### config.mk
export PLATFORM = sky130hd
export DESIGN_NAME = pbcb_queue
export DESIGN_NICKNAME = d
export VERILOG_FILES = /design/src/hdl/pbcb_queue.sv
export SDC_FILE = /design/constraint.sdc
export NUM_CORES = 1
export LEC_CHECK = 0
export ABC_AREA = 1
export BUFFER_PORTS_ARGS = -buffer_cell sky130_fd_sc_hd__buf_2
export CORE_ASPECT_RATIO = 1.4
export CORE_MARGIN = 8
export CORE_UTILIZATION = 45
export CTS_CLUSTER_SIZE = 20
export DETAILED_ROUTE_END_ITERATION = 8
export PLACE_DENSITY = 0.71
export SLEW_MARGIN = 20
export SYNTH_ARGS = -nofsm -noshare
export SYNTH_HDL_FRONTEND = slang
export SYNTH_SLANG_ARGS = --single-unit
### constraint.sdc
create_clock -name i_clk -period 1.4 [get_ports i_clk]
set_input_delay 0.14 -clock i_clk [delete_from_list [all_inputs] [get_ports i_clk]]
set_output_delay 0.14 -clock i_clk [all_outputs]
set_load 0.02 [all_outputs]
### src/hdl/pbcb_queue.sv
module pbcb_queue #(
    parameter int DW    = 8,
    parameter int DEPTH = 4
) (
    input  logic          i_clk,
    input  logic          i_rst_n,
    input  logic          i_push,
    input  logic [DW-1:0] i_data,
    output logic          o_full,
    input  logic          i_pop,
    output logic [DW-1:0] o_data,
    output logic          o_empty
);
    localparam int AW = (DEPTH > 1) ? $clog2(DEPTH) : 1;
    localparam int CW = $clog2(DEPTH + 1);

    logic [DW-1:0] r_mem [DEPTH];
    logic [AW-1:0] r_wp, r_rp, n_wp, n_rp;
    logic [CW-1:0] r_cnt, n_cnt;

    assign o_full  = (r_cnt == CW'(DEPTH));
    assign o_empty = (r_cnt == '0);
    assign o_data  = r_mem[r_rp];

    always_comb begin
        n_wp  = r_wp;
        n_rp  = r_rp;
        n_cnt = r_cnt;
        if (i_push) begin
            n_wp = (r_wp == AW'(DEPTH - 1)) ? '0 : r_wp + 1'b1;
        end
        if (i_pop) begin
            n_rp = (r_rp == AW'(DEPTH - 1)) ? '0 : r_rp + 1'b1;
        end
        if (i_push && !i_pop) begin
            n_cnt = r_cnt + 1'b1;
        end else if (!i_push && i_pop) begin
            n_cnt = r_cnt - 1'b1;
        end
    end

    always_ff @(posedge i_clk) begin
        if (!i_rst_n) begin
            r_wp  <= '0;
            r_rp  <= '0;
            r_cnt <= '0;
        end else begin
            r_wp  <= n_wp;
            r_rp  <= n_rp;
            r_cnt <= n_cnt;
        end
    end

    always_ff @(posedge i_clk) begin
        if (i_push) begin
            r_mem[r_wp] <= i_data;
        end
    end

endmodule

==> reports/qor.csv <==
metric;value;unit
status;finished, final reports clean;
sequential share of the synthesized area;0.6909;
post-synth top area cell;edfxtp_1;
Cells after Synth;135;
Longest Clk Path Bufs;2;
Post-synth EDFFs;32;
die area;5892;um2
Routed WL per cell;15.33;um
pin count of the biggest net entering global routing;17;
top cells by count, synth;edfxtp_1, nor2_1, inv_1, o21ai_0, dfxtp_1;
mean post-synth cell area;12.23;um2
period utilisation layout;0.9791;
Placement Setup Slack;-0.02578;ns
crit path kind;reg2out;
Routed Antenna Nets;0;
via count;1075;
area grow syn2layout;23.03;%
drt pass-1 iters;4;
htree depth;2;
max cap viols;0;
worst slew pin tran;0.3714;ns
Final Hold Fails;0;
top-count cell post-synth;edfxtp_1;
Power Dens Cells;1265;nW/um2
TritonCTS clock tree;done;
flops & latches, synth;41;
fin cells;210;
Primary FF master, synth;edfxtp_1;
synth unique cells;19;
Remaining DRCs;0;
register area;1149;um2
Die Wd;67.20;um
async set or reset register ratio after synthesis;0;
Core ar.;3578;um2
final worst setup slack;0.02930;ns
peak supply drop;0.8239;mV
I/O Buffers;21;
global-route wire length before repair;5037;um
max_slew headroom;0.7521;
clock skew;0.007285;ns
fmax;729.6;MHz
max-slew violations;0;
clock sinks;41;
fill cell count;306;
cell area after synthesis;1652;um2
initial DRC count;33;
Root Driver;clkbuf_8;
# IOs;22;
area share of the largest cell type after synthesis;0.5818;
synth top area cells;edfxtp_1, dfxtp_1, nor2_1, ha_1, o21ai_0;
WP data required;1.26;ns
Antenna diodes;0;
Finish-stage setup viols;0;
vias in the first global route;1114;
initial antenna violation count;0;
leak pwr;0.8179;nW
Top Metal Used;met4;
worst skew pair latency;0.29;ns
RSZ-0062 raised after global routing;true;
total grt overflow;0;
layout cell share with drive strength beyond 1;0.3214;
met1 WL;1274;um
Final Power;2.570;mW
wire length on met2;1713;um
Cell Rows;26;
Critical Path AT;1.23;ns
fin nets;186;
Inst Count DP;199;
GP Congestion;0.6983;
Die Ht;87.68;um
maximum fanout along the worst path;5;
drt total wl;3219;um
Initial Utilization;0.4615;
dpl hpwl;2193;um
CP endpoint kind;output pin;
setup_tns;0;ns
post-synth net total;154;
Startpoint Class;flip-flop;
yosys warns;0;
clock transition at the registers of the reported paths;0.07;ns
Multi-input gate area;478.0;um2
cts bufs inserted;5;
Hold Crit Class;in2reg;
wire length on met3;160;um
vias per cell;5.119;
fin crit period;1.371;ns
all-layer global routing usage;0.1172;
per-stage QoR:
step | hold WS, ns | instance area, um2 | utilization
after global routing | 0.04919 | 2032 | 0.5678
after CTS | 0.04711 | 1943 | 0.5430
final | 0.05869 | 2032 | 0.5678
after global placement | 0.3537 | 1822 | 0.5091
after floorplan | 0.2389 | 1652 | -
after detailed placement | 0.3554 | 1822 | 0.5091
cells by family (layout without fill, tap and decap cells):
kind of cell | after synthesis | count (layout) | synth area share
DFF | 41 | 41 | 0.6909
and+or+nand+nor | 38 | 38 | 0.09470
AOI/OAI and AO/OA | 30 | 30 | 0.1015
buffers and inverters | 18 | 51 | 0.04999
adders and majority gates | 7 | 7 | 0.05758
xor gates and xnor gates | 1 | 1 | 0.005304
placed cells by master, fill, tap and decap left out, types with 2 or more instances in the layout:
cell type / instances
edfxtp_1: 32
nor2_1: 20
inv_1: 14
buf_2: 13
o21ai_2: 9
buf_4: 9
nand2_1: 8
dfxtp_1: 7
o21ai_0: 6
ha_1: 6
o22ai_1: 5
clkbuf_8: 5
nor2_2: 4
o21ai_1: 4
nor3_1: 4
buf_6: 4
o22ai_2: 3
a21oi_1: 3
dfxtp_4: 2
clkinv_2: 2
metal layers:
layer  track usage  vias up
met1        0.1177      508
met5             0        -
met2        0.2024       25
met4       0.06298        0
li1              -      535
met3       0.04353        7
flip-flops by register name (all words and copies together), names as in the netlist, named ones only:
register  cells
r_mem        32
r_wp          2
r_cnt         3
r_rp          2
worst max-delay path: stages (launching register included):
cell	delay, ns
dfxtp_4	0.40
buf_4	0.16
nor2_2	0.05
o22ai_1	0.15
buf_4	0.17
path summary, 6_finish.rpt:
path	start	to	slack (ns)	cells past startpoint
max reg2reg	r_cnt[0]	r_cnt[2]	0.14	7
min reg2reg	r_wp[1]	r_wp[1]	0.54	2
max	flip-flop	o_data[2]	0.03	4
min	i_data[0]	r_mem[0][0]	0.06	1
area by class of cell:
class                      instances  share of cell area
clock buffer                       6             0.03571
clock inverter                     2            0.004926
inverter                          16             0.03571
multi-input combinational         76              0.2352
sequential                        41              0.5653
tap                               42             0.02586
timing repair buffer              27             0.09729
report_power, final:
part	total, mW	internal, mW	switching [mW]
Sequential	1.43	1.38	0.0488
Combinational	0.420	0.171	0.249
Clock	0.720	0.345	0.376
Total	2.57	1.90	0.673
timing repair:
action / CTS / global route
hold buffers: 0 / 0
setup buffers: 0 / 2
pin swaps: 2 / 12
setup endpoints to repair: 8 / 7
gates resized for setup: 17 / 29
gates cloned: 1 / 0
No activity file was read; power rests on OpenSTA's default activity.
