File: src/hdl/pbcb_pkg.sv
package pbcb_pkg;

    localparam int C_MAX_WIDTH  = 2048;
    localparam int C_MAX_HEIGHT = 4096;

    // decoupling queue between front and back
    localparam int C_Q_DEPTH = 4;

    localparam int C_CFG_IDX_W  = 3;
    localparam int C_CFG_DATA_W = 13;

    typedef enum logic [C_CFG_IDX_W-1:0] {
        CFG_GRAY_THR   = 3'd0,
        CFG_COLOR_THR  = 3'd1,
        CFG_ENEMY_SEL  = 3'd2,
        CFG_IMG_WIDTH  = 3'd3,
        CFG_IMG_HEIGHT = 3'd4
    } t_cfg_idx;

    localparam logic [7:0]  C_GRAY_THR_RST  = 8'd50;
    localparam logic [7:0]  C_COLOR_THR_RST = 8'd55;
    localparam logic [11:0] C_WIDTH_RST     = 12'd640;
    localparam logic [12:0] C_HEIGHT_RST    = 13'd480;

    // gray = (W0*c0 + W1*c1 + W2*c2 + RND) >> SHIFT
    localparam int C_GRAY_W0    = 4899;
    localparam int C_GRAY_W1    = 9617;
    localparam int C_GRAY_W2    = 1868;
    localparam int C_GRAY_RND   = 8192;
    localparam int C_GRAY_SHIFT = 14;
    localparam int C_GRAY_SUM_W = 22;
    localparam int C_P0_W       = 21;
    localparam int C_P1_W       = 22;
    localparam int C_P2_W       = 19;

    localparam int C_CS_W    = 10;   // weighted column sum, up to 4 * 255
    localparam int C_BLUR_W  = 12;   // full kernel sum, up to 16 * 255
    localparam int C_BLUR_RND = 8;
    localparam int C_BLUR_SHIFT = 4;

    typedef struct packed {
        logic [7:0]  gray_thr;
        logic [7:0]  color_thr;
        logic        enemy;
        logic [11:0] width;
        logic [12:0] height;
    } t_cfg;

    // per-item control worked out by the front
    typedef struct packed {
        logic edge_out;   // result for the right-edge pixel of the previous line
        logic mid_out;    // result for the pixel one column to the left
        logic last;       // final flush transaction of the frame
        logic lmir;       // left border: mirror right column
        logic tmir;       // top border: mirror current line
        logic wr;         // pixel line, write the line buffer
        logic sel;        // line parity, picks the buffer to overwrite
        logic cb;         // colour bit of this transaction
    } t_ctrl;

    typedef struct packed {
        logic [C_P0_W-1:0] p0;
        logic [C_P1_W-1:0] p1;
        logic [C_P2_W-1:0] p2;
    } t_prods;

endpackage

File: src/hdl/pbcb_front.sv
module pbcb_front #(
    parameter int MAX_WIDTH  = 2048,
    parameter int MAX_HEIGHT = 4096
) (
    input  logic                                i_clk,
    input  logic                                i_rst_n,
    input  pbcb_pkg::t_cfg                      i_cfg,
    input  logic                                i_valid,
    output logic                                o_ready,
    input  logic                                i_opcode,
    input  logic [7:0]                          i_chan0,
    input  logic [7:0]                          i_chan1,
    input  logic [7:0]                          i_chan2,
    input  logic                                i_full,
    output logic                                o_push,
    output pbcb_pkg::t_ctrl                     o_ctrl,
    output logic [$clog2(MAX_WIDTH)-1:0]        o_x,
    output logic [$clog2(MAX_WIDTH+1)-1:0]      o_slot,
    output pbcb_pkg::t_prods                    o_prods
);
    import pbcb_pkg::*;

    localparam int XW = $clog2(MAX_WIDTH);
    localparam int WW = $clog2(MAX_WIDTH + 1);
    localparam int YW = $clog2(MAX_HEIGHT + 2);
    localparam int HW = $clog2(MAX_HEIGHT + 1);

    logic [XW-1:0] r_x, n_x;
    logic [YW-1:0] r_y, n_y;
    logic [WW-1:0] r_fw, n_fw, fw_cl, fw;
    logic [HW-1:0] r_fh, n_fh, fh_cl, fh;
    logic [WW-1:0] r_slot, n_slot, slot;
    logic [31:0]   w_req, h_req;
    logic          accept, start, flushing, drop, x_last;
    logic [7:0]    diff_a, diff_b, diff;

    assign w_req = 32'(i_cfg.width);
    assign h_req = 32'(i_cfg.height);
    assign fw_cl = (w_req < 32'd2) ? WW'(2) :
                   (w_req > 32'(MAX_WIDTH)) ? WW'(MAX_WIDTH) : WW'(w_req);
    assign fh_cl = (h_req < 32'd2) ? HW'(2) :
                   (h_req > 32'(MAX_HEIGHT)) ? HW'(MAX_HEIGHT) : HW'(h_req);

    assign start    = (r_x == '0) && (r_y == '0);
    // size is latched on the first pixel of a frame
    assign fw       = start ? fw_cl : r_fw;
    assign fh       = start ? fh_cl : r_fh;
    assign slot     = start ? '0 : r_slot;
    assign flushing = 32'(r_y) >= 32'(fh);
    // flush transactions only count once the frame's pixels are in
    assign drop     = i_opcode && !flushing;
    assign x_last   = 32'(r_x) == (32'(fw) - 32'd1);

    assign o_ready = !i_full;
    assign accept  = i_valid && !i_full;
    assign o_push  = accept && !drop;

    assign diff_a = i_cfg.enemy ? i_chan0 : i_chan2;
    assign diff_b = i_cfg.enemy ? i_chan2 : i_chan0;
    assign diff   = (diff_a > diff_b) ? diff_a - diff_b : 8'd0;

    always_comb begin
        o_ctrl.edge_out = (r_x == '0) && (32'(r_y) >= 32'd2);
        o_ctrl.mid_out  = (r_x != '0) && (r_y != '0);
        o_ctrl.last     = (r_x == '0) && (32'(r_y) > 32'(fh));
        o_ctrl.lmir     = (32'(r_x) == 32'd1);
        o_ctrl.tmir     = (32'(r_y) == 32'd1);
        o_ctrl.wr       = !flushing;
        o_ctrl.sel      = r_y[0];
        o_ctrl.cb       = !flushing && (diff > i_cfg.color_thr);
    end

    assign o_x    = r_x;
    assign o_slot = slot;
    assign o_prods.p0 = C_P0_W'(32'(C_GRAY_W0) * 32'(i_chan0));
    assign o_prods.p1 = C_P1_W'(32'(C_GRAY_W1) * 32'(i_chan1));
    assign o_prods.p2 = C_P2_W'(32'(C_GRAY_W2) * 32'(i_chan2));

    always_comb begin
        n_x    = r_x;
        n_y    = r_y;
        n_fw   = r_fw;
        n_fh   = r_fh;
        n_slot = r_slot;
        if (o_push) begin
            n_fw = fw;
            n_fh = fh;
            if (o_ctrl.last) begin
                n_x    = '0;
                n_y    = '0;
                n_slot = '0;
            end else begin
                n_slot = (slot == fw) ? '0 : slot + 1'b1;
                if (x_last) begin
                    n_x = '0;
                    n_y = r_y + 1'b1;
                end else begin
                    n_x = r_x + 1'b1;
                end
            end
        end
    end

    always_ff @(posedge i_clk) begin
        if (!i_rst_n) begin
            r_x    <= '0;
            r_y    <= '0;
            r_fw   <= WW'(2);
            r_fh   <= HW'(2);
            r_slot <= '0;
        end else begin
            r_x    <= n_x;
            r_y    <= n_y;
            r_fw   <= n_fw;
            r_fh   <= n_fh;
            r_slot <= n_slot;
        end
    end

endmodule

File: config.mk
export PLATFORM = sky130hd
export DESIGN_NAME = pbcb_front
export DESIGN_NICKNAME = d
export VERILOG_FILES = /design/src/hdl/pbcb_pkg.sv /design/src/hdl/pbcb_front.sv
export SDC_FILE = /design/constraint.sdc
export NUM_CORES = 1
export LEC_CHECK = 0
export BUFFER_PORTS_ARGS = -buffer_cell sky130_fd_sc_hd__buf_2
export CORE_ASPECT_RATIO = 1.1
export CORE_UTILIZATION = 63
export CTS_CLUSTER_DIAMETER = 80
export DETAILED_ROUTE_END_ITERATION = 12
export PLACE_DENSITY = 0.88
export SLEW_MARGIN = 20
export SYNTH_ARGS = -nofsm -noshare
export SYNTH_HDL_FRONTEND = slang
export SYNTH_SLANG_ARGS = --single-unit
export TNS_END_PERCENT = 30
File: constraint.sdc
create_clock -name i_clk -period 13.9 [get_ports i_clk]
set_clock_uncertainty 0.1 [all_clocks]
set_input_delay 4.17 -clock i_clk [delete_from_list [all_inputs] [get_ports i_clk]]
set_output_delay 4.17 -clock i_clk [all_outputs]
set_load 0.01 [all_outputs]
==> results of run 1 <==
worst paths after layout:
kind | slack, ns | endpoint | startpoint
worst max-delay path | 1.09 | o_prods[18] | i_chan2[6]
worst min-delay path | 0.38 | r_fh[1]$_SDFFE_PN1P_ | r_fh[1]$_SDFFE_PN1P_
worst max register to register | 7.39 | r_y[10]$_SDFFE_PN0P_ | r_y[2]$_SDFFE_PN0P_
worst min register to register | 0.38 | r_fh[1]$_SDFFE_PN1P_ | r_fh[1]$_SDFFE_PN1P_
layout make-up:
type	instances	area [µm²]
multi-input cells	916	7470
fillers	1088	3970
flip-flops and latches	61	1220
repair buffers	159	806
inverters	151	567
well taps	192	240
clock buffers	10	239
clock inverters	5	37.5
diodes	4	10.0
state kept, by name, summed over array words and instances (netlist names):
name,flops
r_fh,13
r_y,13
r_fw,12
r_slot,12
o_x,11
cells in the final DEF (no fill, tap or decap), drive strengths merged, types with 19 or more instances in the layout:
cell,n
buf,159
nor2b,24
nor2,66
nand3,32
inv,149
o21ai,48
ha,176
a21oi,61
and3,19
xor2,38
nand2,75
dfxtp,61
fa,44
xnor2,45
nor3,30
kinds of logic after synthesis:
| family | count (synthesis) | synth area share |
|---|---|---|
| simple gates | 366 | 0.207 |
| buf+inv | 194 | 0.0835 |
| mux | 19 | 0.0209 |
| compound gates | 226 | 0.157 |
| fa+ha+maj | 220 | 0.325 |
| flops | 61 | 0.129 |
| other cells | 1 | 0.000396 |
| xor+xnor | 83 | 0.0767 |
tightest hold or removal path, cell delays in order, from the launching register on:
cell	delay, ns
dfxtp_1	0.32
nand2_1	0.05
o211ai_1	0.08
through the flow:
stage	worst slack, ns	utilization	hold slack (ns)	instance area, µm²
5_1_grt	0.695	0.727	0.409	10600
3_5_place_dp	1.09	0.708	0.371	10300
4_1_cts	1.08	0.727	0.385	10600
3_3_place_gp	1.17	0.708	0.365	10300
2_1_floorplan	1.65	-	0.355	9480
6_report	1.09	0.727	0.382	10600
layer usage:
metal / vias up / GRT usage / wire length, µm
met4: 4 / 0.126 / 708
met2: 321 / 0.545 / 11500
met5: - / 0 / 23
met3: 60 / 0.0516 / 1390
li1: 4341 / - / -
met1: 4140 / 0.345 / 9350
power by group through the flow:
| stage | clock, mW | combinational [mW] | sequential [mW] |
|---|---|---|---|
| CTS | 0.210 | 0.669 | 0.183 |
| global placement | 0 | 0.640 | 0.187 |
| finish | 0.207 | 0.667 | 0.184 |
| global route | 0.218 | 0.747 | 0.184 |
| floorplan | 0 | 0.467 | 0.186 |
| detailed placement | 0 | 0.663 | 0.187 |
==> results.py, run 1 <==
metrics = {
    "placed_design": {
        "placed_cells": 1479,
        "dp_hpwl_um": 18400,
        "io_buffer_count": 155,
        "gp_congestion": 0.960,
    },
    "setup_path": {
        "slowest_stage": "a2111oi_0",
        "path_cells": "buf_2, ha_1, ha_1, inv_1, fa_1, fa_1, inv_1, ha_1, inv_1, o31ai_1, a21oi_1, o21ai_0, a21oi_1, o21ai_0, a2111oi_0, o31ai_1, a21oi_1, xnor2_1, buf_2",
        "arrival_ns": 8.54,
        "crit_type": "in2out",
        "start_kind": "input port",
        "crit_required_ns": 9.63,
        "cp_max_fo": 12,
        "critPathCaptureType": "primary output",
        "r2r_cells": 15,
        "cp.depth": 19,
        "worst-path-buf-inv": 5,
        "critical-path-top-delay-family": "adder cells",
        "slowest_delay_ns": 0.59,
    },
    "yosys": {
        "synth_commonest_cells": "ha_1, inv_1, nand2_1",
        "synthFlopType": "dfxtp_1",
        "yosysSeqAreaShare": 0.129,
        "yosys_warnings": 0,
        "synth_edf_count": 0,
        "synthTopCellsByArea": "ha_1, dfxtp_1, fa_1",
        "ys_types": 69,
        "yosys.cell_count.top_type": "ha_1",
        "synth_cells": 1170,
        "synthArstFlopShare": 0,
        "synth_seq_cells": 61,
        "netlist.area_leader.share": 0.232,
        "avgSynthCellArea_um2": 8.10,
        "yosys.area.top_type": "ha_1",
        "synth_area_mm2": 0.00947,
    },
    "floorplan": {
        "initial_core_util": 0.651,
        "num_rows": 46,
        "core_area_mm2": 0.0146,
        "ioPinCount": 166,
        "die_h_um": 131,
        "fp.dieW_um": 119,
        "die-area_mm2": 0.0155,
    },
    "sta": {
        "fin_tns_setup_ns": 0,
        "worstMarginPinSlew_ns": 0.949,
        "max_freq_mhz": 78.1,
        "rsz0062_at_grt": "false",
        "hold_violations": 0,
        "maxSlewHeadroom": 0.368,
        "maxSlewViolCount": 0,
        "timing.final.crit_share": 0.921,
        "finalSetupViolCount": 0,
        "fin_crit_ns": 12.81,
    },
    "drt": {
        "drtIter0Drc": 559,
        "via_count": 8866,
        "wl_um": 22900,
        "wl_per_cell_um": 15.3,
        "drc": 0,
        "antenna_left": 0,
        "drt_first_pass_iters": 8,
        "viasPerCell": 5.92,
    },
    "finish": {
        "drive_above_1_share": 0.150,
        "stdcell_count": 1498,
        "synthToLayoutAreaGrowth_pct": 11.8,
        "layout.nets": 1589,
    },
    "clock_network": {
        "clk_pin_slew_ns": 0.05,
        "cts-root-buf": "clkbuf_16",
        "cts_tree": "built",
        "clock-sinks": 61,
        "htree_levels": 3,
        "cts_hold_buf": 0,
        "post_cts.repair.setup_buffers": 0,
        "cts_buffers": 9,
        "clk_latency_ns": 0.34,
        "clock_path_buffers": 2,
        "cts_resized": 0,
    },
    "global_route": {
        "grt_pass1_vias": 8264,
        "grt-ovfl-total": 0,
        "grt_pass1_wl_um": 37700,
        "antenna_found_initial": 5,
        "grt_max_degree": 53,
        "track_usage": 0.298,
    },
    "power_and_ir_drop": {
        "pwr-share-clk": 0.196,
        "ir_worst_vdd_mv": 0.155,
        "p_seq_frac": 0.173,
        "p_sw_frac": 0.438,
        "p_int_uw": 594,
        "pwr-share-comb": 0.631,
        "power_mw": 1.06,
        "power.leakage_nw": 5.53,
        "switching_power_uw": 464,
        "p_per_area_mw_per_mm2": 99.9,
    },
    "hold_path": {
        "holdPathStages": 2,
        "hp-class": "reg2reg",
    },
    "run": {
        "maxCapViolations": 0,
    },
    "run_status": {
        "outcome": "complete, no violations",
    },
}
No activity file was read; power rests on OpenSTA's default activity.
==> inputs of run 2 (changes only) <==
--- a/config.mk
+++ b/config.mk
@@ -6,7 +6,6 @@
 export NUM_CORES = 1
 export LEC_CHECK = 0
 export BUFFER_PORTS_ARGS = -buffer_cell sky130_fd_sc_hd__buf_2
-export CORE_ASPECT_RATIO = 1.1
 export CORE_UTILIZATION = 63
 export CTS_CLUSTER_DIAMETER = 80
 export DETAILED_ROUTE_END_ITERATION = 12
==> run 2 against run 1 <==
Sequential share of layout area barely moved. Non-clock buffer count did not move. Largest power group unchanged. Clock-buffer cell count did not move. Critical path depth did not move. Largest cell class unchanged. Critical endpoint is now o_prods[17].
==> results.py, run 2 (synthesis results as in run 1) <==
metrics = {
    "run_status": {
        "outcome": "complete, no violations",
    },
    "drt": {
        "antenna_left": 0,
        "drtIter0Drc": 601,
        "via_count": 8958,
        "wl_per_cell_um": 15.7,
        "drt_first_pass_iters": 7,
        "wl_um": 23400,
        "drc": 0,
        "viasPerCell": 6.02,
    },
    "power_and_ir_drop": {
        "power_mw": 1.08,
        "pwr-share-comb": 0.624,
        "switching_power_uw": 466,
        "ir_worst_vdd_mv": 0.144,
        "p_int_uw": 610,
        "pwr-share-clk": 0.205,
        "p_sw_frac": 0.433,
        "power.leakage_nw": 5.55,
        "p_seq_frac": 0.171,
        "p_per_area_mw_per_mm2": 102,
    },
    "finish": {
        "reg.largest.list": "r_fh (13), r_y (13)",
        "seq_area_mm2": 0.00122,
        "layout.nets": 1589,
        "diodes": 0,
        "drive_above_1_share": 0.150,
        "fillers": 1118,
        "multi_input_area_mm2": 0.00747,
        "fin_area_mm2": 0.0106,
        "mostFrequentLayoutCells": "ha_1, buf_2, inv_1",
        "synthToLayoutAreaGrowth_pct": 11.8,
        "final_common_cell": "ha_1",
    },
    "clock_network": {
        "clk_latency_ns": 0.34,
        "clock-sinks": 61,
        "clock_path_buffers": 2,
        "cts_resized": 0,
        "cts_tree": "built",
        "cts_buffers": 9,
        "clk_pin_slew_ns": 0.05,
        "cts-root-buf": "clkbuf_16",
        "post_cts.repair.setup_buffers": 0,
        "htree_levels": 3,
        "cts_hold_buf": 0,
    },
    "hold_path": {
        "hp-class": "reg2reg",
        "holdPathStages": 1,
    },
    "global_route": {
        "busiest_layer": "met2",
        "grt-ovfl-total": 0,
        "antenna_found_initial": 0,
        "gr-usage-met1": 0.364,
        "grt_pass1_vias": 8680,
        "track_usage": 0.304,
        "grt_max_degree": 53,
        "met3_usage": 0.0438,
        "met2_usage": 0.537,
        "grt_pass1_wl_um": 39300,
    },
    "floorplan": {
        "fp.dieW_um": 125,
        "core_area_mm2": 0.0146,
        "die_h_um": 125,
        "die-area_mm2": 0.0155,
        "ioPinCount": 166,
        "num_rows": 44,
        "initial_core_util": 0.649,
    },
    "placed_design": {
        "io_buffer_count": 155,
        "placed_cell_area_mm2": 0.0103,
        "gp_congestion": 0.935,
        "dp_hpwl_um": 18700,
    },
    "sta": {
        "fin_crit_ns": 12.95,
        "maxSlewHeadroom": 0.325,
        "hold_violations": 0,
        "fin_tns_setup_ns": 0,
        "fin_hold_ws_ns": 0.401,
        "timing.final.crit_share": 0.932,
        "max_freq_mhz": 77.2,
        "maxSlewViolCount": 0,
        "finalSetupViolCount": 0,
        "worstMarginPinSlew_ns": 1.01,
        "rsz0062_at_grt": "false",
    },
    "setup_path": {
        "crit_type": "in2out",
        "critPathCaptureType": "primary output",
        "crit_required_ns": 9.63,
        "start_kind": "input port",
        "r2r_cells": 15,
        "cp_max_fo": 12,
        "arrival_ns": 8.68,
    },
    "run": {
        "maxCapViolations": 0,
    },
}
[run 2: worst paths after layout]
| kind | start | endpoint | slack [ns] |
|---|---|---|---|
| min | r_fh[6]$_SDFFE_PN0P_ | r_fh[6]$_SDFFE_PN0P_ | 0.40 |
| min reg2reg | r_fh[6]$_SDFFE_PN0P_ | r_fh[6]$_SDFFE_PN0P_ | 0.40 |
| max | i_chan2[6] | o_prods[17] | 0.95 |
| max reg2reg | r_y[2]$_SDFFE_PN0P_ | r_y[10]$_SDFFE_PN0P_ | 7.11 |
[run 2: worst max-delay path, cell delays in order]
cell and delay (ns):
buf_2 0.26, ha_1 0.32, ha_1 0.29, inv_1 0.05, fa_1 0.48, fa_1 0.54
inv_1 0.04, ha_1 0.30, and3b_1 0.22, o21a_1 0.19, o21ai_0 0.29, a21boi_0 0.18
o21ai_0 0.23, a21boi_0 0.15, o21ai_0 0.19, nand2b_1 0.13, a2111oi_0 0.36, nand3b_1 0.15
buf_2 0.13
[run 2: cell type report]
class,count,share of cell area
sequential,61,0.115
inverter,151,0.0535
clock inverter,6,0.00603
clock buffer,10,0.0216
timing repair buffer,159,0.0761
multi-input combinational,916,0.706
tap,184,0.0217
[run 2: power by group through the flow]
stage,sequential (mW),combinational [mW],clock (mW)
after floorplan,0.186,0.467,0
after global placement,0.187,0.641,0
after detailed placement,0.187,0.667,0
after CTS,0.184,0.672,0.222
after global routing,0.184,0.750,0.233
final,0.184,0.671,0.221
[run 2: metal layers]
layer	vias up	part of all wire
met5	-	0
met4	0	0.035
met3	72	0.063
met2	369	0.48
met1	4180	0.42
li1	4337	-
[run 2: metrics by stage]
stage	utilization	setup WS [ns]	instances
finish	0.726	0.952	1487
global placement	0.706	1.14	1471
global route	0.726	0.540	1487
detailed placement	0.706	1.02	1471
floorplan	-	1.65	1171
CTS	0.726	0.981	1487
==> inputs of run 3 (changes only) <==
--- a/config.mk
+++ b/config.mk
@@ -6,10 +6,11 @@
 export NUM_CORES = 1
 export LEC_CHECK = 0
 export BUFFER_PORTS_ARGS = -buffer_cell sky130_fd_sc_hd__buf_2
-export CORE_UTILIZATION = 63
+export CORE_UTILIZATION = 64
+export CTS_BUF_LIST = sky130_fd_sc_hd__clkbuf_4
 export CTS_CLUSTER_DIAMETER = 80
 export DETAILED_ROUTE_END_ITERATION = 12
-export PLACE_DENSITY = 0.88
+export PLACE_DENSITY = 0.9
 export SLEW_MARGIN = 20
 export SYNTH_ARGS = -nofsm -noshare
 export SYNTH_HDL_FRONTEND = slang
==> run 3 against run 2 <==
Setup slack gained 0.038 ns. Worst hold slack improved by 0.00078 ns. First-iteration DRC count decreased by 1.7%. Sequential share of layout area is 0.15 points higher. Flip-flop and latch count unchanged. Clock-buffer cell count is the same. Utilization decreased by 0.39 points. Via count is 1.6% higher. Global-route usage rose by 1.1 points. Critical path depth did not move. Critical endpoint is now o_prods[18]. Largest cell class unchanged. Highest routed layer is now met5.
==> results.py, run 3 (synthesis results as in run 1) <==
metrics = {
    "floorplan": {
        "initial_core_util": 0.654,
        "die_h_um": 124,
        "ioPinCount": 166,
        "fp.dieW_um": 124,
        "core_area_mm2": 0.0145,
        "die-area_mm2": 0.0153,
        "num_rows": 44,
    },
    "sta": {
        "hold_violations": 0,
        "max_freq_mhz": 77.5,
        "fin_crit_ns": 12.91,
        "worstMarginPinSlew_ns": 1.07,
        "timing.final.ws_setup_ns": 0.990,
        "finalSetupViolCount": 0,
        "fin_tns_setup_ns": 0,
        "rsz0062_at_grt": "false",
        "timing.final.crit_share": 0.929,
        "maxSlewHeadroom": 0.282,
        "maxSlewViolCount": 0,
    },
    "placed_design": {
        "io_buffer_count": 155,
        "placed_cells": 1471,
        "place_ws_ns": 1.00,
        "gp_congestion": 0.905,
        "dp_hpwl_um": 18800,
    },
    "finish": {
        "stdcell_count": 1488,
        "synthToLayoutAreaGrowth_pct": 10.3,
        "post-route-util": 0.722,
        "final_common_cell": "ha_1",
        "layout.nets": 1589,
        "reg.largest.list": "r_fh (13), r_y (13)",
        "drive_above_1_share": 0.149,
        "mostFrequentLayoutCells": "ha_1, buf_2, inv_1",
    },
    "power_and_ir_drop": {
        "power_mw": 1.00,
        "power.leakage_nw": 5.49,
        "ir_worst_vdd_mv": 0.143,
        "p_per_area_mw_per_mm2": 96.1,
    },
    "run": {
        "maxCapViolations": 0,
    },
    "global_route": {
        "track_usage": 0.315,
        "grt_pass1_wl_um": 38700,
        "grt_max_degree": 53,
        "grt_pass1_vias": 8623,
        "grt-ovfl-total": 0,
        "antenna_found_initial": 2,
    },
    "setup_path": {
        "start_kind": "input port",
        "crit_type": "in2out",
        "r2r_slack_ns": 7.21,
        "arrival_ns": 8.64,
        "r2r_cells": 16,
        "crit_required_ns": 9.63,
        "cp_max_fo": 12,
        "critPathCaptureType": "primary output",
        "r2r_start": "r_y[2]$_SDFFE_PN0P_",
        "rr_endpoint": "r_y[10]$_SDFFE_PN0P_",
    },
    "hold_path": {
        "min-delay-start": "r_fh[1]$_SDFFE_PN1P_",
        "holdPathEnd": "r_fh[1]$_SDFFE_PN1P_",
        "hp-class": "reg2reg",
        "holdPathStages": 2,
    },
    "clock_network": {
        "cts_tree": "built",
        "clock-sinks": 61,
        "htree_levels": 3,
        "clock_path_buffers": 2,
        "clk_latency_ns": 0.44,
        "cts_buffers": 9,
        "cts_resized": 0,
        "cts-root-buf": "clkbuf_4",
        "clk_pin_slew_ns": 0.11,
        "post_cts.repair.setup_buffers": 0,
        "cts_hold_buf": 0,
    },
    "drt": {
        "via_count": 9105,
        "drt_first_pass_iters": 5,
        "drtIter0Drc": 591,
        "drc": 0,
        "antenna_left": 0,
        "viasPerCell": 6.12,
        "wl_per_cell_um": 15.9,
        "wl_um": 23600,
    },
    "run_status": {
        "outcome": "complete, no violations",
    },
}
==> run 3: cell count changes in the layout (fill, tap and decap cells not counted), sizes merged <==
cell      delta
diode        +2
bufinv       +1
clkinv       -1
clkinvlp     -1
==> run 3: where the power goes <==
part           internal (mW)  leakage (nW)  total (mW)  switching (mW)
Sequential             0.179         0.494       0.184         0.00482
Clock                 0.0731        0.0799       0.143          0.0699
Combinational          0.293          4.92       0.678           0.385
==> run 3: worst max-delay path by stage <==
| stage | from | end | depth (start not counted) |
|---|---|---|---|
| after floorplan | i_chan2[6] | o_prods[18] | 16 |
| after CTS | i_chan2[6] | o_prods[18] | 19 |
| final | i_chan2[6] | o_prods[18] | 19 |
| after global placement | i_chan2[6] | o_prods[18] | 19 |
| after global routing | i_chan2[6] | o_prods[17] | 19 |
| after detailed placement | i_chan2[6] | o_prods[18] | 19 |
==> run 3: final cells by class <==
type / instances / area, µm²
Antenna cell: 2 / 5.00
Clock buffer: 10 / 75.1
Clock inverter: 5 / 76.3
Fill cell: 1086 / 4030
Inverter: 151 / 567
Multi-Input combinational cell: 916 / 7470
Sequential cell: 61 / 1220
Tap cell: 184 / 230
Timing Repair Buffer: 159 / 806
==> run 3: routing by layer <==
| metal | vias up | GRT usage | wire [µm] |
|---|---|---|---|
| met3 | 77 | 0.0444 | 1550 |
| met1 | 4267 | 0.383 | 9710 |
| li1 | 4353 | - | - |
| met4 | 2 | 0.138 | 785 |
| met5 | - | 0 | 12 |
| met2 | 406 | 0.550 | 11600 |
==> run 3: per-stage QoR <==
step | hold slack, ns | area, µm²
floorplan | 0.355 | 9480
global placement | 0.365 | 10300
detailed placement | 0.376 | 10300
CTS | 0.399 | 10400
global route | 0.434 | 10500
finish | 0.401 | 10500
==> run 3: worst max-delay path, cell delays in order <==
cell and delay (ns):
buf_2 0.25, ha_1 0.31, ha_1 0.29, inv_1 0.06, fa_1 0.48, fa_1 0.54
inv_1 0.04, ha_1 0.29, inv_1 0.08, o31ai_1 0.08, a21oi_1 0.22, o21ai_0 0.11
a21oi_1 0.23, o21ai_0 0.15, a2111oi_0 0.65, o31ai_1 0.18, a21oi_1 0.20, xnor2_1 0.14
buf_2 0.15
